[config.mk]
export PLATFORM = sky130hd
export DESIGN_NAME = ledbat_congestion_window_core
export DESIGN_NICKNAME = d
export VERILOG_FILES = /design/src/rtl/lcw_pkg.sv /design/src/rtl/ledbat_congestion_window_core.sv /design/src/rtl/lcw_div.sv
export SDC_FILE = /design/constraint.sdc
export NUM_CORES = 2
export LEC_CHECK = 0
export ABC_AREA = 1
export BUFFER_PORTS_ARGS = -buffer_cell sky130_fd_sc_hd__buf_2
export CAP_MARGIN = 5
export CELL_PAD_IN_SITES_DETAIL_PLACEMENT = 1
export CELL_PAD_IN_SITES_GLOBAL_PLACEMENT = 2
export CORE_MARGIN = 2
export CORE_UTILIZATION = 39
export CTS_CLUSTER_SIZE = 14
export DETAILED_ROUTE_END_ITERATION = 12
export PLACE_DENSITY_LB_ADDON = 0.1
export SLEW_MARGIN = 0
export SYNTH_ARGS = -nofsm -noshare
export SYNTH_HDL_FRONTEND = slang
export SYNTH_SLANG_ARGS = --single-unit
[constraint.sdc]
create_clock -name clock -period 11.8 [get_ports clock]
set_input_delay 1.18 -clock clock [delete_from_list [all_inputs] [get_ports clock]]
set_output_delay 1.18 -clock clock [all_outputs]
set_load 0.005 [all_outputs]
[src/rtl/lcw_pkg.sv]
// ---------------------------------------------------------------------------
// lcw_pkg
// Types, widths and codes shared by the LEDBAT congestion window core.
// ---------------------------------------------------------------------------
package lcw_pkg;

   localparam int WINDOW_BITS_DEF = 32;
   localparam int FIELD_BITS      = 32;
   localparam int ACC_BITS        = 32;
   localparam int MSS_BITS        = 16;
   localparam int DELAY_BITS      = 16;
   localparam int RTT_BITS        = 16;
   localparam int SEGS_BITS       = 8;
   localparam int SHIFT_BITS      = 3;
   localparam int FLIGHT_BITS     = 31;
   localparam int ACTION_BITS     = 3;
   localparam int INCR_BITS       = MSS_BITS + 1;           // up to two segments
   localparam int SMALL_PROD_BITS = SEGS_BITS + MSS_BITS;   // segs * mss
   localparam int CAP_BITS        = FLIGHT_BITS + 7 + 1;    // flight << 7 plus add
   localparam int CSR_INDEX_BITS  = 3;
   localparam int CSR_DATA_BITS   = 16;
   localparam int MIN_HALVE_SEGS  = 2;

   localparam logic [DELAY_BITS-1:0] TARGET_DELAY_RST = 16'd100;
   localparam logic [SEGS_BITS-1:0]  ALLOWED_INC_RST  = 8'd8;
   localparam logic [SHIFT_BITS-1:0] TETHER_SHIFT_RST = 3'd1;
   localparam logic [SEGS_BITS-1:0]  INIT_WINDOW_RST  = 8'd2;
   localparam logic [MSS_BITS-1:0]   MSS_RST          = 16'd1448;

   typedef enum logic [ACTION_BITS-1:0] {
      ACT_INIT           = 3'd0,
      ACT_ACK            = 3'd1,
      ACT_FAST_ACK       = 3'd2,
      ACT_ENTER_RECOVERY = 3'd3,
      ACT_EXIT_RECOVERY  = 3'd4,
      ACT_IDLE_RESTART   = 3'd5,
      ACT_TIMEOUT        = 3'd6,
      ACT_SWITCH         = 3'd7
   } lcw_action_type;

   typedef enum logic [CSR_INDEX_BITS-1:0] {
      CSR_TARGET_DELAY = 3'd0,
      CSR_ALLOWED_INC  = 3'd1,
      CSR_TETHER_SHIFT = 3'd2,
      CSR_INIT_WINDOW  = 3'd3,
      CSR_MSS          = 3'd4,
      CSR_ABC_DOUBLE   = 3'd5
   } lcw_csr_type;

   typedef enum logic [3:0] {
      ST_IDLE,
      ST_ACC,
      ST_EXEC,
      ST_FLOOR_MUL,
      ST_FLOOR_APPLY,
      ST_CAP_MUL,
      ST_GROW,
      ST_CAP,
      ST_DIV_SET,
      ST_DIV_WAIT,
      ST_SEG_MUL,
      ST_SEG_APPLY,
      ST_DONE
   } lcw_state_type;

endpackage

[src/rtl/ledbat_congestion_window_core.sv]
// ---------------------------------------------------------------------------
// ledbat_congestion_window_core
// Congestion state of one background TCP connection under LEDBAT.
// ---------------------------------------------------------------------------
// Usage:
//   One event request enters on req_* (valid/ready). The core updates the
//   window, the standard threshold, the background threshold and the acked
//   byte count, then posts one response on rsp_* with the three values.
//   req_ready is high only while the sequencer is idle; one request is
//   worked on at a time.
//   Init and idle restart pass through the floor multiply, exit recovery
//   through the execute step alone; acks that grow the window also use the
//   shared multiplier, delay check and tether cap. Enter recovery, timeout
//   (when established) and switch wait on the divider by segment size that
//   retires one quotient bit per cycle.
//   The response sits in an output register; the next request is accepted
//   while it waits, and a finished result only waits in the last step if
//   the previous response is still not taken.
//   Reset (synchronous, active high) restores the default settings, zeroes
//   window, background threshold and acked count, and sets the standard
//   threshold to all ones. csr_* writes are taken at any edge with
//   csr_wr_en high and must only happen while the core is idle.
// ---------------------------------------------------------------------------
module ledbat_congestion_window_core #(
   parameter int WINDOW_BITS = lcw_pkg::WINDOW_BITS_DEF
) (
   input  logic                                clock,
   input  logic                                reset,
   // request channel
   input  logic                                req_valid,
   output logic                                req_ready,
   input  logic [lcw_pkg::ACTION_BITS-1:0]     req_action,
   input  logic [lcw_pkg::FIELD_BITS-1:0]      req_bytes_acked,
   input  logic [lcw_pkg::RTT_BITS-1:0]        req_base_rtt,
   input  logic [lcw_pkg::RTT_BITS-1:0]        req_current_rtt,
   input  logic [lcw_pkg::FLIGHT_BITS-1:0]     req_bytes_in_flight,
   input  logic [lcw_pkg::FIELD_BITS-1:0]      req_peer_window,
   input  logic                                req_at_send_max,
   input  logic                                req_established,
   input  logic [lcw_pkg::FIELD_BITS-1:0]      req_threshold_in,
   // response channel
   output logic                                rsp_valid,
   input  logic                                rsp_ready,
   output logic [lcw_pkg::FIELD_BITS-1:0]      rsp_window,
   output logic [lcw_pkg::FIELD_BITS-1:0]      rsp_threshold,
   output logic [lcw_pkg::FIELD_BITS-1:0]      rsp_background_threshold,
   // configuration
   input  logic                                csr_wr_en,
   input  logic [lcw_pkg::CSR_INDEX_BITS-1:0]  csr_index,
   input  logic [lcw_pkg::CSR_DATA_BITS-1:0]   csr_wdata
);

   localparam int W         = WINDOW_BITS;
   localparam int PROD_BITS = W + lcw_pkg::MSS_BITS;
   localparam int SUM_BITS  = W + 2;
   localparam int INCR_BITS = lcw_pkg::INCR_BITS;
   localparam int CAP_BITS  = lcw_pkg::CAP_BITS;
   localparam logic [W-1:0] WIN_MAX = {W{1'b1}};

   // configuration registers
   logic [lcw_pkg::DELAY_BITS-1:0] cfg_target_ff;
   logic [lcw_pkg::SEGS_BITS-1:0]  cfg_allowed_ff;
   logic [lcw_pkg::SHIFT_BITS-1:0] cfg_shift_ff;
   logic [lcw_pkg::SEGS_BITS-1:0]  cfg_init_ff;
   logic [lcw_pkg::MSS_BITS-1:0]   cfg_mss_ff;
   logic                           cfg_abc_ff;

   // latched request
   lcw_pkg::lcw_action_type        act_ff;
   logic [lcw_pkg::FIELD_BITS-1:0] acked_ff;
   logic [lcw_pkg::RTT_BITS-1:0]   base_ff;
   logic [lcw_pkg::RTT_BITS-1:0]   cur_ff;
   logic [lcw_pkg::FLIGHT_BITS-1:0] flight_ff;
   logic [lcw_pkg::FIELD_BITS-1:0] peer_ff;
   logic                           atmax_ff;
   logic                           estab_ff;
   logic [W-1:0]                   thr_ff;

   // connection state
   lcw_pkg::lcw_state_type         state_ff, state_in;
   logic [W-1:0]                   cong_ff, cong_in;
   logic [W-1:0]                   slow_ff, slow_in;
   logic [W-1:0]                   bg_ff, bg_in;
   logic [lcw_pkg::ACC_BITS-1:0]   acc_ff, acc_in;

   // working registers
   logic [INCR_BITS-1:0]           incr_ff, incr_in;
   logic [W-1:0]                   floor_ff, floor_in;
   logic [CAP_BITS-1:0]            cap_ff, cap_in;
   logic [PROD_BITS-1:0]           prod_ff, prod_in;
   logic                           rsp_valid_ff, rsp_valid_in;
   logic [W-1:0]                   rsp_win_ff, rsp_win_in;
   logic [W-1:0]                   rsp_slow_ff, rsp_slow_in;
   logic [W-1:0]                   rsp_bg_ff, rsp_bg_in;

   // control
   logic                           div_start;
   logic                           div_done;
   logic [W-1:0]                   div_quot;
   logic [W-1:0]                   div_dividend;
   logic                           rsp_load;
   logic                           exec_grow;

   // datapath helpers
   logic [lcw_pkg::MSS_BITS-1:0]   mss;
   logic [lcw_pkg::FIELD_BITS:0]   thr_ext;
   logic [W-1:0]                   thr_sat;
   logic [W-1:0]                   prod_sat;
   logic [W-1:0]                   mul_a;
   logic [W-1:0]                   seg_floor;
   logic [W-1:0]                   segs;
   logic [W-1:0]                   w_min;
   logic [lcw_pkg::ACC_BITS:0]     acc_sum;
   logic [lcw_pkg::ACC_BITS-1:0]   acc_sat;
   logic                           acc_ge_cw;
   logic                           acc_gt_cw;
   logic [INCR_BITS-1:0]           incr_lim;
   logic [INCR_BITS-1:0]           incr_ack;
   logic [SUM_BITS-1:0]            grow_sum;
   logic [W-1:0]                   grow_sat;
   logic [W-1:0]                   shrunk;
   logic [W-1:0]                   shrunk_fl;
   logic                           no_rtt;
   logic                           under_target;
   logic [lcw_pkg::FLIGHT_BITS-1:0] flight_mss;
   logic [lcw_pkg::FIELD_BITS:0]   exit_sum;
   logic [W-1:0]                   exit_sat;

   assign mss = (cfg_mss_ff == '0) ? lcw_pkg::MSS_BITS'(1) : cfg_mss_ff;

   // threshold_in saturates to the window width when it is loaded
   assign thr_ext = (lcw_pkg::FIELD_BITS + 1)'(req_threshold_in);
   assign thr_sat = ((thr_ext >> W) != '0) ? WIN_MAX : thr_ext[W-1:0];

   assign prod_sat = (prod_ff[PROD_BITS-1:W] != '0) ? WIN_MAX : prod_ff[W-1:0];

   // ---------------- configuration ----------------
   always_ff @(posedge clock) begin
      if (reset) begin
         cfg_target_ff  <= lcw_pkg::TARGET_DELAY_RST;
         cfg_allowed_ff <= lcw_pkg::ALLOWED_INC_RST;
         cfg_shift_ff   <= lcw_pkg::TETHER_SHIFT_RST;
         cfg_init_ff    <= lcw_pkg::INIT_WINDOW_RST;
         cfg_mss_ff     <= lcw_pkg::MSS_RST;
         cfg_abc_ff     <= 1'b0;
      end else if (csr_wr_en) begin
         unique case (lcw_pkg::lcw_csr_type'(csr_index))
            lcw_pkg::CSR_TARGET_DELAY: cfg_target_ff  <= csr_wdata;
            lcw_pkg::CSR_ALLOWED_INC:  cfg_allowed_ff <= csr_wdata[lcw_pkg::SEGS_BITS-1:0];
            lcw_pkg::CSR_TETHER_SHIFT: cfg_shift_ff   <= csr_wdata[lcw_pkg::SHIFT_BITS-1:0];
            lcw_pkg::CSR_INIT_WINDOW:  cfg_init_ff    <= csr_wdata[lcw_pkg::SEGS_BITS-1:0];
            lcw_pkg::CSR_MSS:          cfg_mss_ff     <= csr_wdata;
            lcw_pkg::CSR_ABC_DOUBLE:   cfg_abc_ff     <= csr_wdata[0];
            default: ;
         endcase
      end
   end

   // ---------------- request capture ----------------
   always_ff @(posedge clock) begin
      if (req_valid && req_ready) begin
         act_ff    <= lcw_pkg::lcw_action_type'(req_action);
         acked_ff  <= req_bytes_acked;
         base_ff   <= req_base_rtt;
         cur_ff    <= req_current_rtt;
         flight_ff <= req_bytes_in_flight;
         peer_ff   <= req_peer_window;
         atmax_ff  <= req_at_send_max;
         estab_ff  <= req_established;
         thr_ff    <= thr_sat;
      end
   end

   // ---------------- shared divider ----------------
   assign w_min = (peer_ff < lcw_pkg::FIELD_BITS'(cong_ff)) ? peer_ff[W-1:0] : cong_ff;
   assign div_dividend = (act_ff == lcw_pkg::ACT_SWITCH && cong_ff > bg_ff) ?
                         w_min : (w_min >> 1);

   lcw_div #(
      .WIDTH (W)
   ) u_div (
      .clock    (clock),
      .reset    (reset),
      .start    (div_start),
      .dividend (div_dividend),
      .divisor  (mss),
      .done     (div_done),
      .quotient (div_quot)
   );

   // ---------------- shared multiplier operand ----------------
   assign seg_floor = (act_ff == lcw_pkg::ACT_SWITCH) ? W'(cfg_init_ff) :
                      W'(lcw_pkg::MIN_HALVE_SEGS);
   assign segs      = (div_quot < seg_floor) ? seg_floor : div_quot;

   always_comb begin
      case (state_ff)
         lcw_pkg::ST_FLOOR_MUL: mul_a = W'(cfg_init_ff);
         lcw_pkg::ST_CAP_MUL:   mul_a = W'(cfg_allowed_ff);
         default:               mul_a = segs;
      endcase
   end

   assign prod_in = PROD_BITS'(mul_a) * PROD_BITS'(mss);

   // ---------------- ack bookkeeping ----------------
   assign acc_sum   = (lcw_pkg::ACC_BITS + 1)'(acc_ff) + (lcw_pkg::ACC_BITS + 1)'(acked_ff);
   assign acc_sat   = acc_sum[lcw_pkg::ACC_BITS] ? {lcw_pkg::ACC_BITS{1'b1}} :
                      acc_sum[lcw_pkg::ACC_BITS-1:0];
   assign acc_ge_cw = acc_ff >= lcw_pkg::ACC_BITS'(cong_ff);
   assign acc_gt_cw = acc_ff >  lcw_pkg::ACC_BITS'(cong_ff);

   assign incr_lim  = (cfg_abc_ff && atmax_ff) ? (INCR_BITS'(mss) << 1) : INCR_BITS'(mss);
   always_comb begin
      if (cong_ff >= bg_ff)
         incr_ack = acc_ge_cw ? INCR_BITS'(mss) : '0;
      else if (acked_ff < lcw_pkg::FIELD_BITS'(incr_lim))
         incr_ack = acked_ff[INCR_BITS-1:0];
      else
         incr_ack = incr_lim;
   end

   always_comb begin
      case (act_ff)
         lcw_pkg::ACT_ACK:      exec_grow = (incr_ack != '0);
         lcw_pkg::ACT_FAST_ACK: exec_grow = acc_gt_cw &&
                                            (lcw_pkg::FIELD_BITS'(cong_ff) < peer_ff);
         default:               exec_grow = 1'b0;
      endcase
   end

   // ---------------- growth step ----------------
   assign grow_sum  = SUM_BITS'(cong_ff) + SUM_BITS'(incr_ff);
   assign grow_sat  = (grow_sum[SUM_BITS-1:W] != '0) ? WIN_MAX : grow_sum[W-1:0];
   assign shrunk    = cong_ff - (cong_ff >> 3);
   assign shrunk_fl = (shrunk < floor_ff) ? floor_ff : shrunk;
   assign no_rtt    = (base_ff == '0) || (cur_ff == '0);
   // queuing delay cur - base at or under target; negative delay counts as under
   assign under_target = (lcw_pkg::RTT_BITS + 1)'(cur_ff) <=
                         (lcw_pkg::RTT_BITS + 1)'(base_ff) + (lcw_pkg::RTT_BITS + 1)'(cfg_target_ff);

   // ---------------- exit recovery ----------------
   assign flight_mss = (flight_ff > lcw_pkg::FLIGHT_BITS'(mss)) ? flight_ff :
                       lcw_pkg::FLIGHT_BITS'(mss);
   assign exit_sum   = (lcw_pkg::FIELD_BITS + 1)'(flight_mss) + (lcw_pkg::FIELD_BITS + 1)'(mss);
   assign exit_sat   = ((exit_sum >> W) != '0) ? WIN_MAX : exit_sum[W-1:0];

   // ---------------- datapath next values ----------------
   always_comb begin
      cong_in     = cong_ff;
      slow_in     = slow_ff;
      bg_in       = bg_ff;
      acc_in      = acc_ff;
      incr_in     = incr_ff;
      floor_in    = floor_ff;
      cap_in      = cap_ff;
      rsp_win_in  = rsp_win_ff;
      rsp_slow_in = rsp_slow_ff;
      rsp_bg_in   = rsp_bg_ff;
      case (state_ff)
         lcw_pkg::ST_ACC: begin
            acc_in = acc_sat;
         end
         lcw_pkg::ST_EXEC: begin
            case (act_ff)
               lcw_pkg::ACT_ACK: begin
                  incr_in = incr_ack;
                  if (acc_ge_cw)
                     acc_in = acc_ff - lcw_pkg::ACC_BITS'(cong_ff);
               end
               lcw_pkg::ACT_FAST_ACK: begin
                  incr_in = INCR_BITS'(mss);
                  if (acc_gt_cw)
                     acc_in = acc_ff - lcw_pkg::ACC_BITS'(cong_ff);
               end
               lcw_pkg::ACT_EXIT_RECOVERY: begin
                  if (lcw_pkg::FIELD_BITS'(flight_ff) < lcw_pkg::FIELD_BITS'(slow_ff))
                     cong_in = exit_sat;
                  else
                     cong_in = slow_ff;
                  acc_in = '0;
               end
               lcw_pkg::ACT_SWITCH: begin
                  slow_in = thr_ff;
                  if (bg_ff == '0 || bg_ff > thr_ff)
                     bg_in = thr_ff;
               end
               default: ;
            endcase
         end
         lcw_pkg::ST_FLOOR_APPLY: begin
            cong_in = prod_sat;
            if (act_ff == lcw_pkg::ACT_INIT) begin
               slow_in = thr_ff;
               bg_in   = thr_ff;
            end
         end
         lcw_pkg::ST_CAP_MUL: begin
            floor_in = prod_sat;
         end
         lcw_pkg::ST_GROW: begin
            if (no_rtt) begin
               cong_in = grow_sat;
            end else if (under_target) begin
               if (bg_ff < cong_ff)
                  bg_in = cong_ff;
               cong_in = grow_sat;
            end else begin
               cong_in = shrunk_fl;
               if (bg_ff > shrunk_fl)
                  bg_in = shrunk_fl;
            end
            // tether cap: allowed segments plus scaled flight size
            cap_in = CAP_BITS'(prod_ff[lcw_pkg::SMALL_PROD_BITS-1:0]) +
                     (CAP_BITS'(flight_ff) << cfg_shift_ff);
         end
         lcw_pkg::ST_CAP: begin
            if (CAP_BITS'(cong_ff) > cap_ff)
               cong_in = cap_ff[W-1:0];
         end
         lcw_pkg::ST_SEG_APPLY: begin
            if (act_ff == lcw_pkg::ACT_SWITCH) begin
               cong_in = prod_sat;
               acc_in  = '0;
            end else begin
               slow_in = prod_sat;
               if (bg_ff > prod_sat)
                  bg_in = prod_sat;
               if (act_ff == lcw_pkg::ACT_TIMEOUT)
                  cong_in = W'(mss);
            end
         end
         lcw_pkg::ST_DONE: begin
            if (rsp_load) begin
               rsp_win_in  = cong_ff;
               rsp_slow_in = slow_ff;
               rsp_bg_in   = bg_ff;
            end
         end
         default: ;
      endcase
   end

   // ---------------- sequencer: next state ----------------
   always_comb begin
      state_in = state_ff;
      unique case (state_ff)
         lcw_pkg::ST_IDLE: begin
            if (req_valid) begin
               unique case (lcw_pkg::lcw_action_type'(req_action)) inside
                  lcw_pkg::ACT_INIT, lcw_pkg::ACT_IDLE_RESTART:
                     state_in = lcw_pkg::ST_FLOOR_MUL;
                  lcw_pkg::ACT_ACK, lcw_pkg::ACT_FAST_ACK:
                     state_in = lcw_pkg::ST_ACC;
                  lcw_pkg::ACT_ENTER_RECOVERY:
                     state_in = lcw_pkg::ST_DIV_SET;
                  default:
                     state_in = lcw_pkg::ST_EXEC;
               endcase
            end
         end
         lcw_pkg::ST_ACC:  state_in = lcw_pkg::ST_EXEC;
         lcw_pkg::ST_EXEC: begin
            unique case (act_ff) inside
               lcw_pkg::ACT_ACK, lcw_pkg::ACT_FAST_ACK:
                  state_in = exec_grow ? lcw_pkg::ST_FLOOR_MUL : lcw_pkg::ST_DONE;
               lcw_pkg::ACT_TIMEOUT:
                  state_in = estab_ff ? lcw_pkg::ST_DIV_SET : lcw_pkg::ST_DONE;
               lcw_pkg::ACT_SWITCH:
                  state_in = lcw_pkg::ST_DIV_SET;
               default:
                  state_in = lcw_pkg::ST_DONE;
            endcase
         end
         lcw_pkg::ST_FLOOR_MUL: begin
            if (act_ff == lcw_pkg::ACT_ACK || act_ff == lcw_pkg::ACT_FAST_ACK)
               state_in = lcw_pkg::ST_CAP_MUL;
            else
               state_in = lcw_pkg::ST_FLOOR_APPLY;
         end
         lcw_pkg::ST_FLOOR_APPLY: state_in = lcw_pkg::ST_DONE;
         lcw_pkg::ST_CAP_MUL:     state_in = lcw_pkg::ST_GROW;
         lcw_pkg::ST_GROW:        state_in = lcw_pkg::ST_CAP;
         lcw_pkg::ST_CAP:         state_in = lcw_pkg::ST_DONE;
         lcw_pkg::ST_DIV_SET:     state_in = lcw_pkg::ST_DIV_WAIT;
         lcw_pkg::ST_DIV_WAIT: begin
            if (div_done)
               state_in = lcw_pkg::ST_SEG_MUL;
         end
         lcw_pkg::ST_SEG_MUL:     state_in = lcw_pkg::ST_SEG_APPLY;
         lcw_pkg::ST_SEG_APPLY:   state_in = lcw_pkg::ST_DONE;
         lcw_pkg::ST_DONE: begin
            if (rsp_load)
               state_in = lcw_pkg::ST_IDLE;
         end
         default: state_in = lcw_pkg::ST_IDLE;
      endcase
   end

   // ---------------- sequencer: outputs ----------------
   always_comb begin
      req_ready = (state_ff == lcw_pkg::ST_IDLE);
      div_start = (state_ff == lcw_pkg::ST_DIV_SET);
      rsp_load  = (state_ff == lcw_pkg::ST_DONE) && (!rsp_valid_ff || rsp_ready);
   end

   assign rsp_valid_in = rsp_load || (rsp_valid_ff && !rsp_ready);

   // ---------------- registers ----------------
   always_ff @(posedge clock) begin
      if (reset) begin
         state_ff     <= lcw_pkg::ST_IDLE;
         cong_ff      <= '0;
         slow_ff      <= WIN_MAX;
         bg_ff        <= '0;
         acc_ff       <= '0;
         rsp_valid_ff <= 1'b0;
      end else begin
         state_ff     <= state_in;
         cong_ff      <= cong_in;
         slow_ff      <= slow_in;
         bg_ff        <= bg_in;
         acc_ff       <= acc_in;
         rsp_valid_ff <= rsp_valid_in;
      end
   end

   always_ff @(posedge clock) begin
      incr_ff     <= incr_in;
      floor_ff    <= floor_in;
      cap_ff      <= cap_in;
      prod_ff     <= prod_in;
      rsp_win_ff  <= rsp_win_in;
      rsp_slow_ff <= rsp_slow_in;
      rsp_bg_ff   <= rsp_bg_in;
   end

   assign rsp_valid                = rsp_valid_ff;
   assign rsp_window               = lcw_pkg::FIELD_BITS'(rsp_win_ff);
   assign rsp_threshold            = lcw_pkg::FIELD_BITS'(rsp_slow_ff);
   assign rsp_background_threshold = lcw_pkg::FIELD_BITS'(rsp_bg_ff);

endmodule

[src/rtl/lcw_div.sv]
// ---------------------------------------------------------------------------
// lcw_div
// Restoring divider of a window value by the segment size, one quotient
// bit per cycle. done pulses for one cycle when quotient is final.
// ---------------------------------------------------------------------------
module lcw_div #(
   parameter int WIDTH = lcw_pkg::WINDOW_BITS_DEF
) (
   input  logic                         clock,
   input  logic                         reset,
   input  logic                         start,
   input  logic [WIDTH-1:0]             dividend,
   input  logic [lcw_pkg::MSS_BITS-1:0] divisor,
   output logic                         done,
   output logic [WIDTH-1:0]             quotient
);

   localparam int CNT_BITS = $clog2(WIDTH + 1);

   logic                         busy_ff, busy_in;
   logic                         done_ff, done_in;
   logic [CNT_BITS-1:0]          cnt_ff, cnt_in;
   logic [lcw_pkg::MSS_BITS-1:0] rem_ff, rem_in;
   logic [lcw_pkg::MSS_BITS-1:0] dsr_ff, dsr_in;
   logic [WIDTH-1:0]             quo_ff, quo_in;

   logic [lcw_pkg::MSS_BITS:0]   trial;
   logic [lcw_pkg::MSS_BITS:0]   diff;
   logic                         fits;

   assign trial = {rem_ff, quo_ff[WIDTH-1]};
   assign fits  = trial >= {1'b0, dsr_ff};
   assign diff  = trial - {1'b0, dsr_ff};

   always_comb begin
      busy_in = busy_ff;
      done_in = 1'b0;
      cnt_in  = cnt_ff;
      rem_in  = rem_ff;
      dsr_in  = dsr_ff;
      quo_in  = quo_ff;
      if (start) begin
         busy_in = 1'b1;
         cnt_in  = CNT_BITS'(WIDTH);
         rem_in  = '0;
         dsr_in  = divisor;
         quo_in  = dividend;
      end else if (busy_ff) begin
         rem_in = fits ? diff[lcw_pkg::MSS_BITS-1:0] : trial[lcw_pkg::MSS_BITS-1:0];
         quo_in = {quo_ff[WIDTH-2:0], fits};
         cnt_in = cnt_ff - CNT_BITS'(1);
         if (cnt_ff == CNT_BITS'(1)) begin
            busy_in = 1'b0;
            done_in = 1'b1;
         end
      end
   end

   always_ff @(posedge clock) begin
      if (reset) begin
         busy_ff <= 1'b0;
         done_ff <= 1'b0;
         cnt_ff  <= '0;
      end else begin
         busy_ff <= busy_in;
         done_ff <= done_in;
         cnt_ff  <= cnt_in;
      end
   end

   always_ff @(posedge clock) begin
      rem_ff <= rem_in;
      dsr_ff <= dsr_in;
      quo_ff <= quo_in;
   end

   assign done     = done_ff;
   assign quotient = quo_ff;

endmodule

==> impl_metrics.py <==
metrics = {
    "critical_path": {
        "timing.rr.start": "act_ff[1]",
        "rrSetupSlack_ns": 2.12,
        "path_max_fanout": 16,
        "endpoint_kind": "flop",
        "reg2reg_depth": 36,
        "cp-start-kind": "flop",
        "required_ns": 12.37,
        "path_common_cell": "nand2_1",
        "r2r_end": "prod_ff[47]",
        "crit_type": "reg2reg",
        "critical-path-slowest-cell": "fa_1",
        "arrival_ns": 10.24,
        "cp-startpoint": "act_ff[1]",
        "cpPeakStageDelay_ns": 0.56,
    },
    "sta": {
        "fin_setup_tns_ns": 0,
        "slew-limit-headroom_pct": 11.1,
        "setup_viol_count_final": 0,
        "period_needed_ns": 9.68,
        "hold_viol_final": 0,
        "slew_viol_final": 0,
        "finalClockSkew_ns": 0.0624,
        "grt_setup_unrepaired": "false",
        "finalCritPeriodShare_pct": 82.0,
        "tightestPinTransition_ns": 1.32,
        "fmax_ghz": 0.103,
    },
    "route": {
        "ant_nets": 0,
        "drt_iter0_markers": 4272,
        "avgViaCountPerCell": 5.58,
        "routed_wl_um": 267000,
        "drc": 0,
        "vias": 54300,
        "wire_per_inst_um": 27.5,
        "drt_first_pass_iters": 6,
    },
    "synthesis": {
        "synth_seq_cells": 653,
        "avgSynthCellArea_um2": 8.09,
        "yosys_warnings": 0,
        "syn-instance-count": 7381,
        "synth_flop_cell": "edfxtp_1",
        "synth_fp_nets": 8607,
        "synth.cell_area_um2": 59700,
        "yosysUniqueCellTypes": 71,
        "async_flop_share_pct": 0,
        "ys_seq_area_share_pct": 28.5,
        "synth-edff-count": 396,
    },
    "worst_hold_path": {
        "holdPathEnd": "rsp_threshold[24]",
        "hold_depth": 0,
        "hold_class": "reg2reg",
        "hold_start": "slow_ff[24]",
    },
    "die": {
        "num_rows": 143,
        "io_pins": 286,
        "coreArea_um2": 152000,
        "die_h_um": 395,
        "die-width_um": 395,
        "die_area_um2": 156000,
        "start_util_pct": 39.3,
    },
    "global_routing": {
        "grt-ovfl-total": 0,
        "grt_usage_pct": 34.0,
        "grt_max_degree": 83,
        "antenna_found_initial": 10,
        "grt_pass1_vias": 56400,
        "grt_pass1_wl_um": 388000,
    },
    "clock_tree": {
        "cts_resized": 0,
        "cts_inserted_buffers": 84,
        "clk_latency_ns": 0.73,
        "htree_levels": 3,
        "cts_root_buf": "clkbuf_16",
        "hold_buffers": 0,
        "clkTransAtPathRegs_ns": 0.06,
        "post_cts_buffers": 0,
        "cts.sinks": 653,
        "cts.path.max_buffers": 3,
        "cts_tree": "done",
    },
    "cells_and_area": {
        "syn_to_final_growth_pct": 11.6,
        "final_nets": 8850,
        "layout_common_cells": "nand2_1, inv_1, ha_1",
        "drive_gt1_share_pct": 8.71,
        "final_common_cell": "nand2_1",
    },
    "placed_design": {
        "gp_congestion": 0.965,
        "portBuffers": 285,
        "hpwlAfterDp_um": 212000,
    },
    "run": {
        "maxCapViolCount": 0,
    },
    "status": {
        "outcome": "completed",
    },
}
-- stage by stage --
step | hold WS [ns] | utilization [%] | std cells | setup slack (ns) | instance area, um^2
after floorplan | 0.408 | - | 7381 | 3.15 | 59700
after global placement | 0.432 | 41.9 | 9568 | 2.44 | 63700
after detailed placement | 0.431 | 41.9 | 9568 | 2.17 | 63700
after CTS | 0.458 | 43.8 | 9724 | 2.15 | 66600
after global routing | 0.474 | 43.8 | 9725 | 1.49 | 66600
final | 0.457 | 43.8 | 9727 | 2.12 | 66600
-- synthesized netlist by cell type (all sizes together) (45+ instances only) --
cell type | instances | area share [%]
a31oi | 63 | 0.66
o21ai | 605 | 5.2
inv | 1169 | 7.4
clkbuf | 221 | 1.4
nor2 | 602 | 3.8
xor2 | 144 | 2.1
xnor2 | 77 | 1.1
nand3 | 152 | 1.3
dfxtp | 257 | 8.6
nor4 | 45 | 0.47
edfxtp | 396 | 20
a21oi | 559 | 4.7
nand4 | 63 | 0.66
fa | 426 | 14
o211ai | 56 | 0.70
ha | 612 | 13
buf | 48 | 0.53
nor3 | 105 | 0.98
nand2 | 1494 | 9.4
-- critical path, delay by kind of cell, from the launching register on --
| kind | cells | cell delay, ns |
|---|---|---|
| adders and majority gates | 8 | 3.32 |
| AOI/OAI and AO/OA | 14 | 3.07 |
| and+or+nand+nor | 9 | 2.07 |
| buffers and inverters | 4 | 0.49 |
| DFF | 1 | 0.42 |
| xor gates and xnor gates | 1 | 0.14 |
-- layout make-up --
| type | instances | area [um^2] |
|---|---|---|
| clock buffers | 109 | 2300 |
| well taps | 2030 | 2540 |
| flip-flops and latches | 653 | 17000 |
| multi-input cells | 5274 | 37200 |
| inverters | 1185 | 4450 |
| repair buffers | 426 | 2510 |
| diodes | 3 | 7.51 |
| clock inverters | 47 | 592 |
| fillers | 18300 | 85300 |
-- worst max path at each step --
stage / end / slack, ns
after floorplan: acked_ff[0] / 3.15
after global placement: prod_ff[47] / 2.44
after detailed placement: prod_ff[47] / 2.17
after CTS: prod_ff[47] / 2.15
after global routing: prod_ff[47] / 1.49
final: prod_ff[47] / 2.12
-- flip-flops by register name (all words and copies together) (netlist names), 17 cells and up --
register and cells:
flight_ff 31, rsp_threshold 32, cap_ff 39, bg_ff 32, acc_ff 32, u_div.quotient 32
prod_ff 48, floor_ff 32, rsp_window 32, cong_ff 32, acked_ff 32, peer_ff 32
slow_ff 32, thr_ff 32, incr_ff 17, rsp_background_threshold 32
-- cell families (layout without fill, tap and decap cells) --
| kind of cell | Yosys count | after routing | synth area share (%) |
|---|---|---|---|
| AO/OA/AOI/OAI | 1492 | 1492 | 14.2 |
| XOR/XNOR | 221 | 221 | 3.24 |
| adder cells (fa/ha/maj) | 1038 | 1038 | 27.1 |
| buffers and inverters | 1454 | 1767 | 9.37 |
| flip-flops | 653 | 653 | 28.5 |
| multiplexers | 26 | 26 | 0.436 |
| other | 0 | 3 | 0 |
| AND/OR/NAND/NOR | 2497 | 2497 | 17.1 |
-- layer usage --
layer  global-route usage, %  part of all wire (%)
met5                       0                 0.034
met1                    42.2                    41
met2                    57.4                    47
met3                    4.40                   5.6
met4                    18.2                   6.2
Power is not shown: default switching activity piles up to over one toggle a cycle in this logic, so the estimate is an artifact.
